==> src/hw/rtl/kmrs_pkg.sv <==
// Shared types and constants of the keyed mailbox ring set.
`default_nettype none
package kmrs_pkg;

   // default sizes
   localparam int NUM_BOXES_DEF  = 32;
   localparam int RING_DEPTH_DEF = 16;

   // key value that create refuses as reserved
   localparam logic [31:0] FREE_KEY = 32'hFFFF_FFFF;

   // request operations
   localparam logic [1:0] FUNC_CREATE = 2'd0;
   localparam logic [1:0] FUNC_SEND   = 2'd1;
   localparam logic [1:0] FUNC_RECV   = 2'd2;

   // response status codes
   typedef enum logic [2:0] {
      ST_OK       = 3'd0,
      ST_BAD_ID   = 3'd1,
      ST_FULL     = 3'd2,
      ST_EMPTY    = 3'd3,
      ST_NO_BOX   = 3'd4,
      ST_RESERVED = 3'd5
   } status_type;

   // controller to datapath
   typedef struct packed {
      logic       capture;     // latch request fields
      logic       scan_clear;  // start key scan at box zero
      logic       scan_next;   // advance key scan
      logic       claim;       // claim the scanned box
      logic       meta_load;   // latch ring base of the addressed box
      logic       send_wr;     // append message, update pointers
      logic       recv_rd;     // read oldest message, update pointers
      logic       set_rsp;     // load response registers
      status_type rsp_status;
      logic       rsp_box;     // response carries the scanned box index
      logic       rsp_data;    // response carries the ring read data
   } dp_cmd_type;

   // datapath to controller
   typedef struct packed {
      logic is_create;
      logic is_send;
      logic is_recv;
      logic key_reserved;
      logic id_bad;
      logic key_match;
      logic box_free;
      logic scan_last;
      logic ring_full;
      logic ring_empty;
   } dp_stat_type;

endpackage
`default_nettype wire

==> src/hw/rtl/kmrs_ctrl.sv <==
// Controller state machine of the keyed mailbox ring set.
`default_nettype none
module kmrs_ctrl (
   input  wire logic                 clock,
   input  wire logic                 reset,
   input  wire logic                 start,
   output logic                      busy,
   output logic                      rsp_valid,
   input  wire kmrs_pkg::dp_stat_type stat,
   output kmrs_pkg::dp_cmd_type      cmd
);

   typedef enum logic [6:0] {
      S_IDLE   = 7'b000_0001,
      S_DECODE = 7'b000_0010,
      S_SCAN   = 7'b000_0100,
      S_CHECK  = 7'b000_1000,
      S_EVAL   = 7'b001_0000,
      S_RING   = 7'b010_0000,
      S_DONE   = 7'b100_0000
   } state_type;

   state_type state_ff;
   state_type state_in;

   // next state and commands
   always_comb begin
      state_in = state_ff;
      cmd = '0;
      cmd.rsp_status = kmrs_pkg::ST_OK;
      case (state_ff)
         S_IDLE: begin
            if (start) begin
               cmd.capture = 1'b1;
               state_in = S_DECODE;
            end
         end
         S_DECODE: begin
            state_in = S_DONE;
            if (stat.is_create) begin
               if (stat.key_reserved) begin
                  cmd.set_rsp = 1'b1;
                  cmd.rsp_status = kmrs_pkg::ST_RESERVED;
               end else begin
                  cmd.scan_clear = 1'b1;
                  state_in = S_SCAN;
               end
            end else if (stat.is_send || stat.is_recv) begin
               if (stat.id_bad) begin
                  cmd.set_rsp = 1'b1;
                  cmd.rsp_status = kmrs_pkg::ST_BAD_ID;
               end else begin
                  cmd.meta_load = 1'b1;
                  state_in = S_EVAL;
               end
            end else begin
               // unused operation answers ok with zero fields
               cmd.set_rsp = 1'b1;
            end
         end
         S_SCAN: begin
            // key read of the current box is under way
            state_in = S_CHECK;
         end
         S_CHECK: begin
            if (stat.key_match) begin
               cmd.set_rsp = 1'b1;
               cmd.rsp_box = 1'b1;
               state_in = S_DONE;
            end else if (stat.box_free) begin
               cmd.claim = 1'b1;
               cmd.set_rsp = 1'b1;
               cmd.rsp_box = 1'b1;
               state_in = S_DONE;
            end else if (stat.scan_last) begin
               cmd.set_rsp = 1'b1;
               cmd.rsp_status = kmrs_pkg::ST_NO_BOX;
               state_in = S_DONE;
            end else begin
               cmd.scan_next = 1'b1;
               state_in = S_SCAN;
            end
         end
         S_EVAL: begin
            state_in = S_DONE;
            if (stat.is_send) begin
               cmd.set_rsp = 1'b1;
               if (stat.ring_full) begin
                  cmd.rsp_status = kmrs_pkg::ST_FULL;
               end else begin
                  cmd.send_wr = 1'b1;
               end
            end else if (stat.ring_empty) begin
               cmd.set_rsp = 1'b1;
               cmd.rsp_status = kmrs_pkg::ST_EMPTY;
            end else begin
               cmd.recv_rd = 1'b1;
               state_in = S_RING;
            end
         end
         S_RING: begin
            cmd.set_rsp = 1'b1;
            cmd.rsp_data = 1'b1;
            state_in = S_DONE;
         end
         S_DONE: begin
            state_in = S_IDLE;
         end
         default: begin
            state_in = S_IDLE;
         end
      endcase
   end

   // state register
   always_ff @(posedge clock) begin
      if (reset) begin
         state_ff <= S_IDLE;
      end else begin
         state_ff <= state_in;
      end
   end

   assign busy      = (state_ff != S_IDLE);
   assign rsp_valid = (state_ff == S_DONE);

endmodule
`default_nettype wire

==> config.mk <==
export PLATFORM = sky130hd
export DESIGN_NAME = kmrs_ctrl
export DESIGN_NICKNAME = d
export VERILOG_FILES = /design/src/hw/rtl/kmrs_pkg.sv /design/src/hw/rtl/kmrs_ctrl.sv
export SDC_FILE = /design/constraint.sdc
export NUM_CORES = 1
export LEC_CHECK = 0
export BUFFER_PORTS_ARGS = -buffer_cell sky130_fd_sc_hd__buf_2
export CAP_MARGIN = 20
export CORE_MARGIN = 2
export CORE_UTILIZATION = 30
export CTS_CLUSTER_DIAMETER = 30
export DETAILED_ROUTE_END_ITERATION = 16
export PLACE_DENSITY_LB_ADDON = 0.1
export SLEW_MARGIN = 20
export SYNTH_ARGS = -nofsm -noshare
export SYNTH_HDL_FRONTEND = slang
export SYNTH_SLANG_ARGS = --single-unit
export TNS_END_PERCENT = 1
==> constraint.sdc <==
create_clock -name clock -period 3.36 [get_ports clock]
set_input_delay 0 -clock clock [delete_from_list [all_inputs] [get_ports clock]]
set_output_delay 0 -clock clock [all_outputs]
set_load 0.05 [all_outputs]
Word-level counts from Yosys, hierarchy flattened
Index checks and enable logic that the tools add are counted.

operators by class
  mux-type cells = 48
  equality and inequality tests = 9
  reductions and logical operators = 1

operators with widths
  kind                                                              count
  7-bit 2-to-1 mux                                                  10
  7-bit case mux with 6 select lines                                1
  4-bit 2-to-1 mux                                                  6
  1-bit 2-to-1 mux                                                  22
  3-bit 2-to-1 mux                                                  3
  3-bit case mux with 3 select lines                                1
  2-bit 2-to-1 mux                                                  4
  7-bit by 1-bit == test with 1-bit output (second input constant)  1
  7-bit by 2-bit == test with 1-bit output (second input constant)  1
  7-bit by 3-bit == test with 1-bit output (second input constant)  1
  7-bit by 4-bit == test with 1-bit output (second input constant)  1
  7-bit by 5-bit == test with 1-bit output (second input constant)  1
  7-bit by 6-bit == test with 1-bit output (second input constant)  1
  7-bit == test (second input constant)                             1
  7-bit by 1-bit != test with 1-bit output (second input constant)  1
  1-bit case mux with 4 select lines                                1
  2-bit != test (second input constant)                             1
  1-bit logical OR                                                  1

word-level totals
  bits of input ports = 13
  flip-flop bits (word level) = 7
  output and inout bits = 15
  word-level logic and storage cells = 59

Logic depth before layout (Yosys ltp)
Gate-level depths: netlist (run 1).

  depth in word-level cells = 4
  mapped depth = 6
  depth with buffers taken out = 5

Least setup slack after synthesis (run 1)
Ideal clock, no wire load.

  path kind = register to output
  from = register state_ff[1]
  to = output port cmd[9] (netlist bit)
  arrival = 2.117 ns
  stages on the path, launching flop included = 5
  path slack = 1.243 ns
  required time = 3.360 ns
  path buffers = 1
  path through = dfxtp_1 > buf_2 > nor4_2 > nand2_1 > nor3b_1

RTL lines
  item                    RTL line          source
  from (decl)             kmrs_ctrl.sv:23   state_type state_ff;
  from (signal assigned)  kmrs_ctrl.sv:120  state_ff <= state_in;
  to (decl)               kmrs_ctrl.sv:10   output kmrs_pkg::dp_cmd_type cmd

==> impl_metrics.json, run 1 <==
{
  "hpwl_um": 1110,
  "setup_tns_ns": 0,
  "n_antenna_cell": 0,
  "instances_no_fill": 127,
  "ys_seq_area_frac": 0.253,
  "fp-row-count": 15,
  "largestRegisters": "state_ff x7",
  "rsz0062_at_grt": "false",
  "drive_above_1_share": 0.363,
  "synth_cell_types": 32,
  "largest_register_ffs": 7,
  "num_vias": 615,
  "fp.coreArea_um2": 1730,
  "final_cell_mix": "buf_2, nor2_1, nand2_1, dfxtp_1",
  "grt_overflow": 0,
  "crit_chain": "nor4_4, nand4bb_4, or2_1, nand2_1, buf_2",
  "drc": 0,
  "worstHoldPathType": "in2reg",
  "grtUsageTotal": 0.137,
  "cts_tree": "yes",
  "power_frac_comb": 0.312,
  "maxCapViolations": 0,
  "critPathSlowestCell": "nor4_4",
  "clock_latency_ns": 0.25,
  "place_ws_ns": 1.74,
  "dr.pass1.iters": 2,
  "start_util": 0.320,
  "powerDensity_nw_per_um2": 322,
  "relSlewSlack": 0.754,
  "htreeDepth": 1,
  "leakage_nw": 0.365,
  "critPathKind": "reg2out",
  "seq_power_share": 0.386,
  "synthCells": 69,
  "busiest_layer": "met2",
  "layout.nets": 116,
  "die_w_um": 46.9,
  "cp-start-kind": "flip-flop",
  "timing.fmax_mhz": 532,
  "grt_pass1_wl_um": 2080,
  "fin_ws_ns": 1.48,
  "switching_share": 0.352,
  "timing_hold_violations_final": 0,
  "peakVddDrop_mv": 0.159,
  "p_sw_uw": 87.5,
  "cp_data_required_time_ns": 3.36,
  "use_met2": 0.216,
  "skew_ns": 0.000552,
  "pin_count": 28,
  "ant_nets": 0,
  "status": "finished, final reports clean",
  "antenna_found_initial": 0,
  "synthesis.nets": 82,
  "cts_inserted_buffers": 3,
  "setup_violations": 0,
  "cp_max_fo": 7,
  "clkTransAtPathRegs_ns": 0.05,
  "max_stage_delay_ns": 0.42,
  "io_buffers": 27,
  "area_delta_synth_final_pct": 39.4,
  "total_power_uw": 248,
  "min_period_over_period": 0.559,
  "grt_pass1_vias": 503,
  "min_from": "start",
  "globalplace.congestion": 0.766,
  "globalRouteMet3Util": 0.0577,
  "drt_iter0_drc": 8,
  "synth_area_um2": 553,
  "clock-sinks": 7,
  "die_h_um": 46.9,
  "wl_per_cell_um": 10.6,
  "p_clk_frac": 0.301,
  "grt_max_degree": 9,
  "endpoint_kind": "output port",
  "hold_buffers": 3,
  "crit_path_start": "state_ff[4]",
  "p_int_uw": 161,
  "critPathArrivalTime_ns": 1.88,
  "synth-warning-count": 0,
  "dieArea_um2": 2200,
  "wirelength_um": 1340,
  "finalCriticalPeriod_ns": 1.88,
  "layout_commonest_cell": "buf_2",
  "dp_cells": 120,
  "post-cts-setup-buffers": 0,
  "cts_buffer_depth": 2,
  "routed_via_density": 4.84,
  "clock-root-buffer": "clkbuf_4",
  "tightest_slew_ns": 0.365,
  "gr-usage-met1": 0.174,
  "regMostFlops": "state_ff",
  "cts_resized": 0,
  "synth.avg_cell_area_um2": 8.01,
  "ys_ff_latch": 7,
  "maxSlewViolCount": 0,
  "reg2reg_from": "state_ff[4]"
}
[layer usage]
layer,vias up,part of all wire
met5,-,0
met4,0,0
met3,0,0.064
met2,18,0.46
met1,272,0.48
li1,325,-
[synth_stat cells]
library cell  instances  area share
nand3b_1              1       0.014
xor2_1                1       0.016
nor2_1                9       0.061
nor2b_1               1       0.011
a41oi_1               1       0.016
nor3b_1               3       0.041
nand3_1               3       0.027
and4b_1               1       0.018
nor3_1                4       0.036
o21a_1                2       0.027
nand2_1               7       0.048
and2_1                1       0.011
nor4_1                1       0.011
o21ai_0               4       0.036
or2_2                 1       0.011
a21oi_2               1       0.016
buf_2                 1      0.0090
nor4_2                1       0.023
o31ai_1               1       0.014
dfxtp_1               7        0.25
o211ai_1              1       0.014
nor3b_2               1       0.023
inv_1                 2       0.014
a21oi_1               2       0.018
nor4_4                2       0.077
nand2b_1              2       0.023
and3_1                2       0.023
o22ai_1               2       0.023
o21bai_1              1       0.014
nand4bb_4             1       0.050
or2_1                 1       0.011
and2b_1               1       0.014
[cell type report]
type | instances | area [um^2]
fill | 196 | 956
multi-input combinational | 59 | 400
timing repair buffer | 30 | 165
sequential | 7 | 140
tap | 25 | 31.3
clock buffer | 4 | 26.3
inverter | 2 | 7.51
[logic make-up (layout without fill, tap and decap cells)]
group                  after synthesis  in the layout  share of synthesized area
buffers and inverters                3             36                     0.0226
flip-flops                           7              7                      0.253
AND/OR/NAND/NOR                     43             43                      0.532
AO/OA/AOI/OAI                       15             15                      0.176
XOR/XNOR                             1              1                     0.0158
[stage by stage]
stage	instance area [um^2]	utilization	hold slack [ns]
finish	771	0.446	0.0322
global route	771	0.446	0.0328
CTS	771	0.446	0.0234
detailed placement	714	0.414	0.218
global placement	714	0.414	0.216
floorplan	553	-	0.0676
[worst max-delay path: cells and delay by family (launching register included)]
kind | cells | cell delay [ns]
buf+inv | 1 | 0.26
flops | 1 | 0.39
simple gates | 4 | 0.98
[final timing paths]
check	end	slack (ns)	depth (start not counted)
min	state_ff[1]	0.03	3
min reg2reg	state_ff[3]	0.62	1
max reg2reg	state_ff[4]	1.48	4
max	cmd[5]	1.48	5
[power by group through the flow]
stage	Sequential [mW]	Combinational (mW)	Clock [mW]
4_1_cts	0.0957	0.0782	0.0784
3_5_place_dp	0.0974	0.0762	0
2_1_floorplan	0.0925	0.0580	0
5_1_grt	0.0966	0.0843	0.0849
6_report	0.0960	0.0776	0.0748
3_3_place_gp	0.0972	0.0763	0
Note: power is estimated with default switching activity, not from simulation.
==> inputs of run 2 (changes only) <==
==> constraint.sdc (replaced) <==
create_clock -name clock -period 2 [get_ports clock]
set_input_delay 0 -clock clock [delete_from_list [all_inputs] [get_ports clock]]
set_output_delay 0 -clock clock [all_outputs]
set_load 0.05 [all_outputs]
==> run 2 against run 1 <==
Net effect: flip-flop and latch count did not move; cell count rose by 1.6%; global-route usage rose by 1.7 points; die area did not move; clock skew rose by 0.0031 ns; non-clock buffer count rose by 2; routed wire length rose by 5.6%; sequential share of layout area fell by 0.46 points; total power rose by 72%; critical path depth did not move; combinational power rose by 79%; largest power group unchanged.
==> impl_metrics.json, run 2 (synthesis gave the netlist of run 1 again) <==
{
  "status": "finished, final reports clean",
  "cts_resized": 0,
  "leakage_nw": 0.375,
  "io_buffers": 27,
  "powerDensity_nw_per_um2": 541,
  "crit_chain": "nor4_4, nand4bb_4, or2_1, nand2_1, buf_2",
  "nFillCells": 203,
  "maxSlewViolCount": 0,
  "pin_count": 28,
  "largest_register_ffs": 7,
  "maxCapViolations": 0,
  "wl_met2_um": 590,
  "drt_iter0_drc": 6,
  "critPathArrivalTime_ns": 1.85,
  "num_vias": 613,
  "max_stage_delay_ns": 0.40,
  "setup_tns_ns": 0,
  "htreeDepth": 1,
  "endpoint_kind": "output port",
  "start_util": 0.320,
  "setup_violations": 0,
  "layout.nets": 118,
  "clkTransAtPathRegs_ns": 0.06,
  "cp_data_required_time_ns": 2.00,
  "grt_overflow": 0,
  "min_period_over_period": 0.923,
  "instances_no_fill": 129,
  "cts_tree": "yes",
  "peakVddDrop_mv": 0.367,
  "routed_via_density": 4.75,
  "dp_cells": 121,
  "rsz0062_at_grt": "false",
  "clock-sinks": 7,
  "ant_nets": 0,
  "place_ws_ns": 0.372,
  "timing_hold_violations_final": 0,
  "grt_max_degree": 9,
  "die_h_um": 46.9,
  "timing.hold.ws_ns": 0.0216,
  "finalCriticalPeriod_ns": 1.85,
  "grtUsageTotal": 0.154,
  "skew_ns": 0.00369,
  "cts_inserted_buffers": 3,
  "worstHoldPathType": "in2reg",
  "grt_pass1_vias": 555,
  "cts_buffer_depth": 2,
  "final_cell_mix": "buf_2, nor2_1, nand2_1, dfxtp_1",
  "clock_latency_ns": 0.25,
  "n_antenna_cell": 0,
  "antenna_found_initial": 0,
  "cp_max_fo": 6,
  "total_power_uw": 428,
  "grt_pass1_wl_um": 2410,
  "hpwl_um": 1120,
  "highest_layer": "met4",
  "clock-root-buffer": "clkbuf_4",
  "wl_met1_um": 712,
  "cp-start-kind": "flip-flop",
  "tightest_slew_ns": 0.367,
  "area_delta_synth_final_pct": 43.0,
  "globalplace.congestion": 0.783,
  "critPathKind": "reg2out",
  "final_cell_area_um2": 791,
  "fp-row-count": 15,
  "drive_above_1_share": 0.385,
  "wl_per_cell_um": 11.0,
  "fin_ws_ns": 0.155,
  "layout_commonest_cell": "buf_2",
  "dieArea_um2": 2200,
  "timing.fmax_mhz": 542,
  "wirelength_um": 1420,
  "largestRegisters": "state_ff x7",
  "relSlewSlack": 0.753,
  "regMostFlops": "state_ff",
  "final_core_util": 0.458,
  "die_w_um": 46.9,
  "critPathSlowestCell": "nor4_4",
  "fp.coreArea_um2": 1730,
  "drc": 0,
  "dr.pass1.iters": 4,
  "routed-wl-met3_um": 104,
  "placed_cell_area_um2": 727
}
==> run 2: cell types whose count changed in the layout (fill, tap and decap cells not counted) <==
cell,change
buf_4,+2
nor3b_1,-1
nor3b_2,+1
==> run 2: cell type report <==
class	count	area (um^2)	area share
tap	25	31.3	0.0396
inverter	2	7.51	0.00949
clock buffer	4	26.3	0.0332
multi-input combinational	59	405	0.513
timing repair buffer	32	180	0.228
sequential	7	140	0.177
==> run 2: path summary, 6_finish.rpt <==
| kind | slack [ns] | startpoint | end | cells past startpoint |
|---|---|---|---|---|
| setup / recovery | 0.15 | state_ff[3] | cmd[5] | 5 |
| hold / removal | 0.02 | start | state_ff[1] | 3 |
| setup reg to reg | 0.16 | state_ff[3] | state_ff[4] | 4 |
| hold reg to reg | 0.61 | state_ff[2] | state_ff[3] | 1 |
==> run 2: critical path: cells and delay by family (launching register included) <==
kind | cells | cell delay, ns
flops | 1 | 0.38
buf+inv | 1 | 0.26
simple gates | 4 | 0.96
==> run 2: repair_timing <==
action / in CTS / in global routing
hold buffers: 3 / 0
setup buffers: 0 / 1
setup endpoints to repair: 0 / 2
endpoints found under the hold margin: 2 / 0
==> run 2: where the power goes <==
group	switching (mW)	total (mW)	internal (mW)	leakage (nW)
registers	0.0103	0.156	0.146	0.0569
clock network	0.0559	0.132	0.0764	0.0150
logic	0.0873	0.139	0.0516	0.303
==> run 2: per-layer routing <==
metal  GRT usage  vias to the layer above
met5           0                        -
met3      0.0692                        2
met1       0.213                      262
met4      0.0333                        0
met2       0.222                       20
li1            -                      329
==> inputs of run 3 (changes only) <==
--- a/config.mk
+++ b/config.mk
@@ -11,8 +11,7 @@
 export CORE_UTILIZATION = 30
 export CTS_CLUSTER_DIAMETER = 30
 export DETAILED_ROUTE_END_ITERATION = 16
-export PLACE_DENSITY_LB_ADDON = 0.1
-export SLEW_MARGIN = 20
+export PLACE_DENSITY = 0.65
 export SYNTH_ARGS = -nofsm -noshare
 export SYNTH_HDL_FRONTEND = slang
 export SYNTH_SLANG_ARGS = --single-unit
==> run 3 against run 2 <==
Net effect: routed wire length fell by 0.92%; die area did not move; first-iteration DRC count rose to 2.7 times the previous value; clock skew fell by 0.0018 ns; via count rose by 3.9%; total power fell by 1.5%; register-to-register slack improved by 0.03 ns; critical path depth did not move; clock power barely moved; worst hold slack got worse by 0.00088 ns; maximum frequency rose by 0.26%; highest routed layer unchanged.
==> impl_metrics.json, run 3 (synthesis gave the netlist of run 1 again) <==
{
  "maxCapViolations": 0,
  "ant_nets": 0,
  "finalCriticalPeriod_ns": 1.84,
  "cts_buffer_depth": 2,
  "skew_ns": 0.00192,
  "grtUsageTotal": 0.143,
  "leakage_nw": 0.366,
  "drive_above_1_share": 0.373,
  "worstHoldPathType": "in2reg",
  "p_int_uw": 270,
  "seq_power_share": 0.385,
  "critPathArrivalTime_ns": 1.84,
  "tightest_slew_ns": 0.356,
  "switching_share": 0.358,
  "grt_pass1_wl_um": 2180,
  "timing.fmax_mhz": 543,
  "fp-row-count": 15,
  "busiest_layer": "met2",
  "fp.coreArea_um2": 1730,
  "powerDensity_nw_per_um2": 543,
  "wl_per_cell_um": 11.0,
  "relSlewSlack": 0.760,
  "timing_hold_violations_final": 0,
  "globalRouteMet3Util": 0.0346,
  "globalplace.congestion": 0.851,
  "rsz0062_at_grt": "false",
  "num_vias": 637,
  "nFillCells": 184,
  "max_stage_delay_ns": 0.40,
  "layout_commonest_cell": "buf_2",
  "ff2ff_setup_slack_ns": 0.19,
  "area_delta_synth_final_pct": 40.3,
  "maxSlewViolCount": 0,
  "routed_via_density": 5.02,
  "hpwl_um": 1130,
  "layout.nets": 116,
  "final_core_util": 0.449,
  "clkTransAtPathRegs_ns": 0.05,
  "post-cts-setup-buffers": 0,
  "die_h_um": 46.9,
  "antenna_found_initial": 0,
  "drc": 0,
  "grt_pass1_vias": 503,
  "wirelength_um": 1400,
  "status": "finished, final reports clean",
  "min_period_over_period": 0.920,
  "start_util": 0.320,
  "endpoint_kind": "output port",
  "setup_violations": 0,
  "cts_inserted_buffers": 3,
  "path_buf_inv": 1,
  "die_w_um": 46.9,
  "fin_ws_ns": 0.159,
  "regMostFlops": "state_ff",
  "io_buffers": 27,
  "path_delay_family": "simple AND/OR/NAND/NOR gates",
  "use_met2": 0.222,
  "dr.pass1.iters": 4,
  "dieArea_um2": 2200,
  "htreeDepth": 1,
  "total_power_uw": 421,
  "power_frac_comb": 0.307,
  "clock-root-buffer": "clkbuf_4",
  "final_cell_mix": "buf_2, nor2_1, nand2_1, dfxtp_1",
  "drt_iter0_drc": 16,
  "cp-start-kind": "flip-flop",
  "critPathSlowestCell": "nor4_4",
  "largestRegisters": "state_ff x7",
  "cts_tree": "yes",
  "pin_count": 28,
  "peakVddDrop_mv": 0.269,
  "critPathKind": "reg2out",
  "n_antenna_cell": 0,
  "cp_data_required_time_ns": 2.00,
  "clock-sinks": 7,
  "place_ws_ns": 0.421,
  "gr-usage-met1": 0.185,
  "clock_latency_ns": 0.25,
  "crit_chain": "nor4_4, nand4bb_4, or2_1, nand2_1, buf_2",
  "cp_max_fo": 6,
  "p_sw_uw": 151,
  "largest_register_ffs": 7,
  "grt_max_degree": 9,
  "setup_tns_ns": 0,
  "p_clk_frac": 0.308,
  "grt_overflow": 0
}
## run 3: final cells by class
| type | count | area (um^2) | area share |
|---|---|---|---|
| multi-input combinational | 59 | 405 | 0.523 |
| timing repair buffer | 30 | 165 | 0.213 |
| sequential | 7 | 140 | 0.181 |
| tap | 25 | 31.3 | 0.0403 |
| clock buffer | 4 | 26.3 | 0.0339 |
| inverter | 2 | 7.51 | 0.00968 |
## run 3: routing by layer
layer,share of wire,wire length (um)
met3,0.042,59
met4,0.0057,8
met5,0,0
met2,0.50,700
met1,0.45,635
## run 3: metrics by stage
step	hold WS [ns]	instance area, um^2	std cells
floorplan	0.0676	558	69
global placement	0.214	719	120
detailed placement	0.211	719	120
CTS	0.00820	776	127
global route	0.0311	776	127
finish	0.0207	776	127
## run 3: power groups by stage
stage	combinational (mW)	clock, mW	sequential [mW]
floorplan	0.0976	0	0.155
global placement	0.126	0	0.164
finish	0.129	0.130	0.162
global route	0.140	0.147	0.163
CTS	0.130	0.137	0.161
detailed placement	0.126	0	0.164
## run 3: worst paths after layout
check                                    to        start  depth (start not counted)
worst max register to register  state_ff[4]  state_ff[3]                          4
worst max-delay path                 cmd[5]  state_ff[3]                          5
worst min-delay path            state_ff[1]        start                          3
worst min register to register  state_ff[1]  state_ff[1]                          2
## run 3: tightest hold or removal path: cells and delay by family
| family | cells | cell delay, ns |
|---|---|---|
| and+or+nand+nor | 2 | 0.12 |
| buffers and inverters | 1 | 0.11 |
## run 3: timing repair
item,4_1_cts,5_1_grt
endpoints found under the hold margin,2,0
hold buffers,3,0
endpoints found under the setup margin,0,0
resized for setup,0,0
